<file path="config.mk">
export PLATFORM = sky130hd
export DESIGN_NAME = region_table_lookup_and_check
export DESIGN_NICKNAME = d
export VERILOG_FILES = /design/src/rtlc_pkg.sv /design/src/rtlc_ctrl.sv /design/src/rtlc_dp.sv /design/src/region_table_lookup_and_check.sv
export SDC_FILE = /design/constraint.sdc
export NUM_CORES = 2
export LEC_CHECK = 0
export BUFFER_PORTS_ARGS = -buffer_cell sky130_fd_sc_hd__buf_4
export CORE_MARGIN = 3
export CORE_UTILIZATION = 60
export CTS_BUF_LIST = sky130_fd_sc_hd__clkbuf_8
export DETAILED_ROUTE_END_ITERATION = 6
export HOLD_SLACK_MARGIN = 0.02
export PLACE_DENSITY = 0.83
export SLEW_MARGIN = 30
export SYNTH_ARGS = -nofsm -noshare
export SYNTH_HDL_FRONTEND = slang
export SYNTH_SLANG_ARGS = --single-unit
</file>
<file path="constraint.sdc">
create_clock -name clk_i -period 9.25 [get_ports clk_i]
set_input_delay 0.925 -clock clk_i [delete_from_list [all_inputs] [get_ports clk_i]]
set_output_delay 0.925 -clock clk_i [all_outputs]
set_load 0.02 [all_outputs]
</file>
<file path="src/rtlc_pkg.sv">
package rtlc_pkg;

  localparam int unsigned AddrW = 39;
  localparam int unsigned FlagW = 4;
  localparam int unsigned MaxRegionsDef = 16;
  localparam int unsigned PageBytesDef = 4096;

  localparam logic [1:0] OpInsert = 2'd0;
  localparam logic [1:0] OpLookup = 2'd1;
  localparam logic [1:0] OpCheck  = 2'd2;
  localparam logic [1:0] OpClear  = 2'd3;

  localparam logic [1:0] StOk      = 2'd0;
  localparam logic [1:0] StEmpty   = 2'd1;
  localparam logic [1:0] StOverlap = 2'd2;
  localparam logic [1:0] StFull    = 2'd3;

  localparam logic CfgUserStart = 1'b0;
  localparam logic CfgUserTop   = 1'b1;

  typedef struct packed {
    logic [1:0]       operation;
    logic [AddrW-1:0] address;
    logic [AddrW-1:0] region_limit;
    logic [AddrW-1:0] length;
    logic [FlagW-1:0] permission_flags;
    logic             write_access;
  } req_t;

  typedef struct packed {
    logic [1:0]       status;
    logic             hit;
    logic [AddrW-1:0] found_start;
    logic [AddrW-1:0] found_end;
    logic [FlagW-1:0] found_flags;
    logic             access_ok;
  } rsp_t;

  typedef enum logic [2:0] {
    CmdNone, CmdLoad, CmdScan, CmdShift, CmdWriteNew, CmdClear, CmdDone
  } cmd_e;

  typedef struct packed {
    cmd_e cmd;
  } ctrl_t;

  // datapath status back to the controller
  typedef struct packed {
    logic scan_end;   // scan reached count or a decision
    logic need_shift; // insert lands this cycle, shift next
    logic shift_end;
    logic walk_more;  // check walk must continue
  } stat_t;

endpackage

</file>
<file path="src/rtlc_ctrl.sv">
module rtlc_ctrl (
  input  logic            clk_i,
  input  logic            rst_ni,
  input  logic            start_i,
  output logic            busy_o,
  input  rtlc_pkg::stat_t stat_i,
  output rtlc_pkg::ctrl_t ctrl_o
);

  localparam logic [2:0] SIdle = 3'd0;
  localparam logic [2:0] SScan = 3'd1;
  localparam logic [2:0] SShift = 3'd2;
  localparam logic [2:0] SDone = 3'd3;

  logic [2:0] state_q, state_d;

  // sequence load, scan, shift, result
  always_comb begin
    state_d = state_q;
    ctrl_o.cmd = rtlc_pkg::CmdNone;
    unique case (state_q)
      SIdle: begin
        if (start_i) begin
          ctrl_o.cmd = rtlc_pkg::CmdLoad;
          state_d = SScan;
        end
      end
      SScan: begin
        ctrl_o.cmd = rtlc_pkg::CmdScan;
        if (stat_i.scan_end && !stat_i.walk_more) begin
          state_d = stat_i.need_shift ? SShift : SDone;
        end
      end
      SShift: begin
        ctrl_o.cmd = stat_i.shift_end ? rtlc_pkg::CmdWriteNew : rtlc_pkg::CmdShift;
        if (stat_i.shift_end) state_d = SDone;
      end
      SDone: begin
        ctrl_o.cmd = rtlc_pkg::CmdDone;
        state_d = SIdle;
      end
      default: state_d = SIdle;
    endcase
  end

  always_ff @(posedge clk_i or negedge rst_ni) begin
    if (!rst_ni) state_q <= SIdle;
    else state_q <= state_d;
  end

  assign busy_o = (state_q != SIdle);

  a_done_from_work: assert property (@(posedge clk_i) disable iff (!rst_ni)
    state_q == SDone |-> $past(state_q) == SScan || $past(state_q) == SShift)
    else $error("done without work");
  a_idle_after_done: assert property (@(posedge clk_i) disable iff (!rst_ni)
    state_q == SDone |=> state_q == SIdle) else $error("done not one cycle");
  a_start_leaves_idle: assert property (@(posedge clk_i) disable iff (!rst_ni)
    state_q == SIdle && start_i |=> state_q == SScan) else $error("start lost");

endmodule

</file>
<file path="src/rtlc_dp.sv">
module rtlc_dp #(
  parameter int unsigned MaxRegions = rtlc_pkg::MaxRegionsDef,
  parameter int unsigned PageBytes  = rtlc_pkg::PageBytesDef
) (
  input  logic            clk_i,
  input  logic            rst_ni,
  input  rtlc_pkg::req_t  req_i,
  input  logic            cfg_we_i,
  input  logic            cfg_idx_i,
  input  logic [rtlc_pkg::AddrW-1:0] cfg_data_i,
  input  rtlc_pkg::ctrl_t ctrl_i,
  output rtlc_pkg::stat_t stat_o,
  output logic            done_o,
  output rtlc_pkg::rsp_t  rsp_o
);

  localparam int unsigned AW = rtlc_pkg::AddrW;
  localparam int unsigned FW = rtlc_pkg::FlagW;
  localparam int unsigned IW = $clog2(MaxRegions);
  localparam int unsigned CW = $clog2(MaxRegions + 1);
  localparam int unsigned EW = AW + FW + AW;

  // region entries, {start, end, flags}, kept in registers: shifted per entry
  logic [EW-1:0] ent_q [MaxRegions];
  logic [CW-1:0] cnt_q;
  logic [IW-1:0] last_q;
  logic          last_v_q;
  logic [AW-1:0] ustart_q, utop_q;

  rtlc_pkg::req_t req_q;
  logic [CW-1:0]  idx_q;   // scan pointer
  logic [AW:0]    cur_q;   // check walk address
  logic [AW:0]    end_q;
  logic           tried_last_q;
  logic           found_q, ok_q;
  logic [1:0]     stat_q;
  logic [CW-1:0]  pos_q;
  logic [EW-1:0]  fnd_q;

  logic [IW-1:0]  rd_idx;
  logic [EW-1:0]  ent;
  logic [AW-1:0]  e_s, e_e;
  logic [FW-1:0]  e_f;
  logic           at_end;
  logic           use_last;
  logic           contains;
  logic [AW-1:0]  qaddr;
  logic           bounds_ok;
  logic [AW:0]    sum;
  logic           stp_end, stp_more, stp_fail;
  logic           prev_ovl, next_ovl, tbl_full, ins_go;
  rtlc_pkg::rsp_t rsp_d;

  // try the last hit first, for lookup and check only
  assign use_last = (req_q.operation != rtlc_pkg::OpInsert) && !tried_last_q && last_v_q
                    && ({1'b0, last_q} < cnt_q);
  assign rd_idx = use_last ? last_q : idx_q[IW-1:0];
  assign ent = ent_q[rd_idx];
  assign e_s = ent[EW-1 -: AW];
  assign e_e = ent[AW+FW-1 -: AW];
  assign e_f = ent[FW-1:0];
  assign at_end = !use_last && (idx_q >= cnt_q);
  assign qaddr = (req_q.operation == rtlc_pkg::OpCheck) ? cur_q[AW-1:0] : req_q.address;
  assign contains = (e_s <= qaddr) && (qaddr < e_e);

  // per-entry step outcome
  always_comb begin
    stp_end = 1'b0;
    stp_more = 1'b0;
    stp_fail = 1'b0;
    unique case (req_q.operation)
      rtlc_pkg::OpInsert: stp_end = at_end || (e_s > req_q.address) || stat_q != rtlc_pkg::StOk;
      rtlc_pkg::OpLookup: stp_end = at_end || contains;
      rtlc_pkg::OpCheck: begin
        if (!ok_q) stp_end = 1'b1;
        else if (at_end) begin
          stp_end = 1'b1;
          stp_fail = 1'b1;
        end else if (contains) begin
          stp_end = 1'b1;
          if (!(req_q.write_access ? e_f[1] : e_f[0])) stp_fail = 1'b1;
          else if (req_q.write_access && e_f[3] &&
                   ({1'b0, qaddr} < {1'b0, e_s} + (AW+1)'(PageBytes))) stp_fail = 1'b1;
          else stp_more = ({1'b0, e_e} < end_q);
        end
      end
      default: stp_end = 1'b1;
    endcase
  end

  // insert decision at the sorted position: check both neighbors, then room
  assign prev_ovl = (idx_q != '0) && (ent_q[IW'(idx_q - 1'b1)][AW+FW-1 -: AW] > req_q.address);
  assign next_ovl = !at_end && (req_q.region_limit > e_s);
  assign tbl_full = (cnt_q >= CW'(MaxRegions));
  assign ins_go = (req_q.operation == rtlc_pkg::OpInsert) && stp_end
                  && (stat_q == rtlc_pkg::StOk) && !prev_ovl && !next_ovl && !tbl_full;

  assign sum = {1'b0, req_i.address} + {1'b0, req_i.length};
  assign bounds_ok = (ustart_q <= req_i.address) && ({1'b0, req_i.address} < sum)
                     && (sum <= {1'b0, utop_q});

  assign stat_o.scan_end   = stp_end;
  assign stat_o.walk_more  = stp_more;
  assign stat_o.need_shift = ins_go;
  assign stat_o.shift_end  = (idx_q == pos_q);

  // configuration registers
  always_ff @(posedge clk_i or negedge rst_ni) begin
    if (!rst_ni) begin
      ustart_q <= AW'(64'h200000);
      utop_q   <= AW'(64'h80000000);
    end else if (cfg_we_i) begin
      if (cfg_idx_i == rtlc_pkg::CfgUserStart) ustart_q <= cfg_data_i;
      else utop_q <= cfg_data_i;
    end
  end

  // control state of the table
  always_ff @(posedge clk_i or negedge rst_ni) begin
    if (!rst_ni) begin
      cnt_q <= '0;
      last_q <= '0;
      last_v_q <= 1'b0;
      done_o <= 1'b0;
    end else begin
      done_o <= (ctrl_i.cmd == rtlc_pkg::CmdDone);
      if (ctrl_i.cmd == rtlc_pkg::CmdLoad && req_i.operation == rtlc_pkg::OpClear) begin
        cnt_q <= '0;
        last_v_q <= 1'b0;
        last_q <= '0;
      end
      if (ctrl_i.cmd == rtlc_pkg::CmdScan && req_q.operation != rtlc_pkg::OpInsert
          && contains && !at_end && !(req_q.operation == rtlc_pkg::OpCheck && !ok_q)) begin
        last_q <= rd_idx;
        last_v_q <= 1'b1;
      end
      if (ctrl_i.cmd == rtlc_pkg::CmdWriteNew) begin
        cnt_q <= cnt_q + 1'b1;
        if (last_v_q && {1'b0, last_q} >= pos_q) last_q <= last_q + 1'b1;
      end
    end
  end

  // scan and item working registers
  always_ff @(posedge clk_i or negedge rst_ni) begin
    if (!rst_ni) begin
      req_q <= '0;
      idx_q <= '0;
      tried_last_q <= 1'b0;
      found_q <= 1'b0;
      cur_q <= '0;
      end_q <= '0;
      ok_q <= 1'b0;
      stat_q <= rtlc_pkg::StOk;
      pos_q <= '0;
      fnd_q <= '0;
    end else begin
      unique case (ctrl_i.cmd)
        rtlc_pkg::CmdLoad: begin
          req_q <= req_i;
          idx_q <= '0;
          tried_last_q <= 1'b0;
          found_q <= 1'b0;
          cur_q <= {1'b0, req_i.address};
          end_q <= sum;
          ok_q <= (req_i.operation == rtlc_pkg::OpCheck) ? bounds_ok : 1'b0;
          stat_q <= (req_i.address >= req_i.region_limit) ? rtlc_pkg::StEmpty
                                                          : rtlc_pkg::StOk;
        end
        rtlc_pkg::CmdScan: begin
          // restart the walk at the region end, jump to the top to shift, mark the last hit tried, or advance
          if (req_q.operation == rtlc_pkg::OpCheck && stp_more) begin
            cur_q <= {1'b0, e_e};
            idx_q <= '0;
            tried_last_q <= 1'b0;
          end else if (ins_go) begin
            idx_q <= cnt_q;
          end else if (use_last) begin
            tried_last_q <= 1'b1;
          end else begin
            idx_q <= idx_q + 1'b1;
          end
          if (req_q.operation == rtlc_pkg::OpLookup && contains && !at_end) begin
            found_q <= 1'b1;
            fnd_q <= ent;
          end
          if (req_q.operation == rtlc_pkg::OpCheck && stp_fail) ok_q <= 1'b0;
          if (req_q.operation == rtlc_pkg::OpInsert && stp_end
              && stat_q == rtlc_pkg::StOk) begin
            pos_q <= idx_q;
            if (prev_ovl || next_ovl) stat_q <= rtlc_pkg::StOverlap;
            else if (tbl_full) stat_q <= rtlc_pkg::StFull;
          end
        end
        rtlc_pkg::CmdShift: idx_q <= idx_q - 1'b1;
        default: ;
      endcase
    end
  end

  // table entries: shift up by one, then write the new region
  always_ff @(posedge clk_i) begin
    if (ctrl_i.cmd == rtlc_pkg::CmdShift)
      ent_q[idx_q[IW-1:0]] <= ent_q[IW'(idx_q - 1'b1)];
    else if (ctrl_i.cmd == rtlc_pkg::CmdWriteNew)
      ent_q[pos_q[IW-1:0]] <= {req_q.address, req_q.region_limit, req_q.permission_flags};
  end

  // assemble the result item
  always_comb begin
    rsp_d = '0;
    unique case (req_q.operation)
      rtlc_pkg::OpInsert: rsp_d.status = stat_q;
      rtlc_pkg::OpLookup: if (found_q) begin
        rsp_d.hit = 1'b1;
        rsp_d.found_start = fnd_q[EW-1 -: AW];
        rsp_d.found_end = fnd_q[AW+FW-1 -: AW];
        rsp_d.found_flags = fnd_q[FW-1:0];
      end
      rtlc_pkg::OpCheck: rsp_d.access_ok = ok_q;
      default: ;
    endcase
  end

  // result register
  always_ff @(posedge clk_i or negedge rst_ni) begin
    if (!rst_ni) rsp_o <= '0;
    else if (ctrl_i.cmd == rtlc_pkg::CmdDone) rsp_o <= rsp_d;
  end

  a_cnt_range: assert property (@(posedge clk_i) disable iff (!rst_ni)
    cnt_q <= CW'(MaxRegions)) else $error("count overflow");
  a_last_in_table: assert property (@(posedge clk_i) disable iff (!rst_ni)
    last_v_q |-> cnt_q != '0) else $error("last hit on empty table");
  a_grow_on_write: assert property (@(posedge clk_i) disable iff (!rst_ni)
    ctrl_i.cmd == rtlc_pkg::CmdWriteNew |=> cnt_q == $past(cnt_q) + 1'b1)
    else $error("count not advanced");

endmodule

</file>
<file path="src/region_table_lookup_and_check.sv">
// Channel | Direction | Handshake          | Payload
// request | in        | start_i / busy_o   | req_i (rtlc_pkg::req_t)
// result  | out       | rsp_valid_o strobe | rsp_o (rtlc_pkg::rsp_t)
// config  | in        | cfg_valid_i/ready  | cfg_index_i, cfg_data_i
// An item is loaded, then scans the table one entry per cycle (a check walk rescans per
// region), then its result is registered and strobed. An insert that lands first shifts
// the entries above its position up, one at a time, and then writes the new region.
// busy_o drops in the strobe cycle, so the next item may be accepted with the result.
// Reset clears the region count and the last hit; entries need no clearing.
// Results cannot be stalled; config is always ready.
module region_table_lookup_and_check #(
  parameter int unsigned MaxRegions = rtlc_pkg::MaxRegionsDef,
  parameter int unsigned PageBytes  = rtlc_pkg::PageBytesDef
) (
  input  logic                          clk_i,
  input  logic                          rst_ni,
  input  logic                          start_i,
  output logic                          busy_o,
  input  rtlc_pkg::req_t                req_i,
  output logic                          rsp_valid_o,
  output rtlc_pkg::rsp_t                rsp_o,
  input  logic                          cfg_valid_i,
  output logic                          cfg_ready_o,
  input  logic                          cfg_index_i,
  input  logic [rtlc_pkg::AddrW-1:0]    cfg_data_i
);

  rtlc_pkg::ctrl_t ctrl;
  rtlc_pkg::stat_t stat;

  assign cfg_ready_o = 1'b1;

  rtlc_ctrl u_ctrl (
    .clk_i, .rst_ni, .start_i, .busy_o, .stat_i(stat), .ctrl_o(ctrl)
  );

  rtlc_dp #(.MaxRegions(MaxRegions), .PageBytes(PageBytes)) u_dp (
    .clk_i, .rst_ni, .req_i,
    .cfg_we_i(cfg_valid_i), .cfg_idx_i(cfg_index_i), .cfg_data_i,
    .ctrl_i(ctrl), .stat_o(stat), .done_o(rsp_valid_o), .rsp_o
  );

endmodule

</file>
==> flow_summary_export.csv <==
group,metric,value,unit
logic_synthesis,async_reset_ff_share,25.03,%
logic_synthesis,yosysTopAreaCellShare,42.63,%
sta,setup_violations,0,
grt,track_usage,39.07,%
worst_setup_path,worst_path_most_repeated_cell,"nand2_1",
power,p_per_area,431.9,nW/µm²
grt,first_global_vias,70161,
worst_setup_path,required,10.16,ns
floorplanning,dieArea,158800,µm²
placed_design,place_inst,9731,
sta,fin_skew,0.09298,ns
run,max-cap-violations,0,
logic_synthesis,yosys_warnings,0,
power,power_frac_seq,29.1,%
logic_synthesis,synthCells,7701,
final_layout,area.growth.synth_to_final,11.14,%
sta,worst_slew_pin_slew,1.050,ns
cts,root_buffer,"clkbuf_8",
worst_setup_path,cp_data_arrival_time,9.62,ns
logic_synthesis,syn_nets,8358,
final_layout,fillerInstances,10387,
logic_synthesis,yosysTopAreaCell,"edfxtp_1",
worst_setup_path,critPathLaunchType,"flop",
placed_design,gp_congestion,0.9908,
power,p_sw,20.75,mW
logic_synthesis,syn_area,92420,µm²
final_layout,drive_above_1_share,17.57,%
cts,clockBufferDepth,4,
detailed_routing,wl_per_cell,30.57,µm
cts,cts_buffers,292,
worst_setup_path,reg2regPathDepth,28,
floorplanning,boundaryPins,257,
sta,final_max_slew_viol_count,0,
logic_synthesis,synth_flop_cell,"edfxtp_1",
sta,rsz0062_at_grt,"no",
cts,post_cts_resized,0,
cts,worstSkewPairLatency,1.08,ns
sta,tns,0,ns
cts,htreeDepth,5,
sta,slew_headroom,29.41,%
min_path,min-delay-path-class,"in2reg",
power,leakage,40.68,nW
logic_synthesis,yosysMostFrequentCell,"nand2_1",
floorplanning,die_h,398.5,µm
detailed_routing,ant_nets,0,
logic_synthesis,synth-edff-count,1312,
final_layout,nNetsFinal,8655,
floorplanning,die_width,398.5,µm
status,failed_checks,"design-rule violations",
detailed_routing,num_vias,71920,
worst_setup_path,worstSetupPathType,"reg2reg",
cts,cts_tree,"done",
floorplanning,core,152400,µm²
grt,grt_overflow,0,
grt,grt_pass1_wl,454400,µm
final_layout,seqCellArea,50360,µm²
power,switching_share,46.78,%
power,cell_internal_pwr,23.61,mW
worst_setup_path,slowest_stage,"and2_4",
floorplanning,initial_core_util,60.62,%
final_layout,multi_input_comb_area,38950,µm²
logic_synthesis,synth-seq-cells,1750,
placed_design,numPortBuffers,255,
detailed_routing,drtPass1Iterations,7,
logic_synthesis,synth.avg_cell_area,12.00,µm²
sta,timing.fmax,114.8,MHz
power,clkPwrFrac,14.2,%
sta,period_share,94.20,%
logic_synthesis,synth_top_cells_by_area,"edfxtp_1, dfrtp_1, mux4_2",
cts,clock-sinks,1750,
final_layout,final_cells,10245,
power,combPwrFrac,56.7,%
power,ir_worst_vdd,0.3060,mV
sta,hold_viol,0,
cts,clk_pin_slew,0.07,ns
sta,finalCriticalPeriod,8.714,ns
logic_synthesis,ys_seq_area_share,54.49,%
worst_setup_path,cp_max_fo,184,
logic_synthesis,synth_cell_types,96,
worst_setup_path,end_kind,"flop",
grt,grt_antenna_before_repair,27,
detailed_routing,finalWirelength,313200,µm
worst_setup_path,slowest_delay,0.73,ns
status,status,"complete, but fails checks",
grt,grt_max_degree,206,
placed_design,post-dp-hpwl,201800,µm
floorplanning,row_count,143,
detailed_routing,vias_per_cell,7.020,
detailed_routing,drc,13,
min_path,hold_depth,2,
logic_synthesis,synthTopCellsByCount,"nand2_1, edfxtp_1, ha_1",
detailed_routing,first_iter_violations,11884,
state kept, by name, summed over array words and instances, names as in the netlist, 39 cells and up:
signal and count:
u_dp.cur_q 39, u_dp.end_q 40, u_dp.fnd_q 82, u_dp.req_q 85, u_dp.ent_q 1312, u_dp.rsp_o 86
u_dp.utop_q 39, u_dp.ustart_q 39
power by group through the flow:
stage,Clock [mW],Sequential (mW),Combinational (mW)
final,6.31,12.9,25.2
after global routing,6.68,12.9,26.7
after CTS,6.31,12.8,24.2
after detailed placement,0,13.0,24.1
after global placement,0,12.9,23.3
after floorplan,0,12.7,14.7
routing by layer:
layer,vias up,share of wire (%),track usage (%)
met3,1533,15,13.08
met2,6350,44,57.96
li1,29455,-,-
met1,34564,33,49.61
met5,-,0.064,0.4002
met4,18,7.5,24.56
what timing repair did:
item	4_1_cts	5_1_grt
hold endpoints to repair	104	0
setup buffers	0	0
hold buffers	1	0
final timing paths:
| kind | startpoint | end | slack (ns) |
|---|---|---|---|
| worst max-delay path | u_dp.last_q[2] | u_ctrl.state_q[0] | 0.54 |
| worst min-delay path | cfg_data_i[35] | u_dp.utop_q[35] | 0.13 |
| worst max register to register | u_dp.last_q[2] | u_ctrl.state_q[0] | 0.54 |
| worst min register to register | u_dp.fnd_q[4] | u_dp.rsp_o[5] | 0.48 |
| max in group asynchronous | rst_ni | u_dp.req_q[68] | 6.41 |
| min in group asynchronous | rst_ni | u_dp.rsp_o[51] | 0.55 |
logic make-up (layout without fill, tap and decap cells):
family,count (synthesis),count (layout),share of synthesized area (%)
AND/OR/NAND/NOR,2470,2470,11.87
AO/OA/AOI/OAI,1462,1462,10.21
XOR/XNOR,72,72,0.6823
buffers and inverters,866,1355,3.707
other,1,26,0.004058
flip-flops,1750,1750,54.49
adder cells (fa/ha/maj),489,489,6.629
multiplexers,591,591,12.41
layout make-up:
cell class,count,share of cell area [%]
diodes,25,0.06091
clock buffers,320,4.288
clock inverters,166,0.7346
inverters,382,1.396
multi-input cells,5085,37.92
flip-flops and latches,1750,49.04
well taps,2030,2.473
repair buffers,487,4.092
worst max-delay path, delay by kind of cell (launching register included):
family / cells / cell delay (ns)
buffers and inverters: 5 / 1.80
AND/OR/NAND/NOR: 9 / 2.32
AO/OA/AOI/OAI: 11 / 2.65
adder cells (fa/ha/maj): 2 / 0.60
multiplexers: 1 / 0.38
flip-flops: 1 / 0.53
placed cells by master, fill, tap and decap left out, drive strengths merged, types with 288 or more instances in the layout:
master and n:
nand2 1519, ha 488, mux4 430, nand3 288
o21ai 478, clkbuf 320, edfxtp 1312, buf 486
dfrtp 436, inv 474, a21oi 321
stage by stage:
step / cell area (µm²) / total power [mW] / hold slack [ns] / util, % / setup slack, ns
2_1_floorplan: 92420 / 27.40 / 0.4455 / - / 1.224
3_3_place_gp: 97270 / 36.23 / 0.4607 / 63.81 / 1.011
3_5_place_dp: 97390 / 37.04 / 0.4698 / 63.89 / 0.8057
5_1_grt: 102700 / 46.30 / 0.09520 / 67.35 / 0.2895
4_1_cts: 102600 / 43.36 / 0.06234 / 67.28 / 0.7617
6_report: 102700 / 44.36 / 0.1259 / 67.38 / 0.5365
No activity file was read; power rests on OpenSTA's default activity.
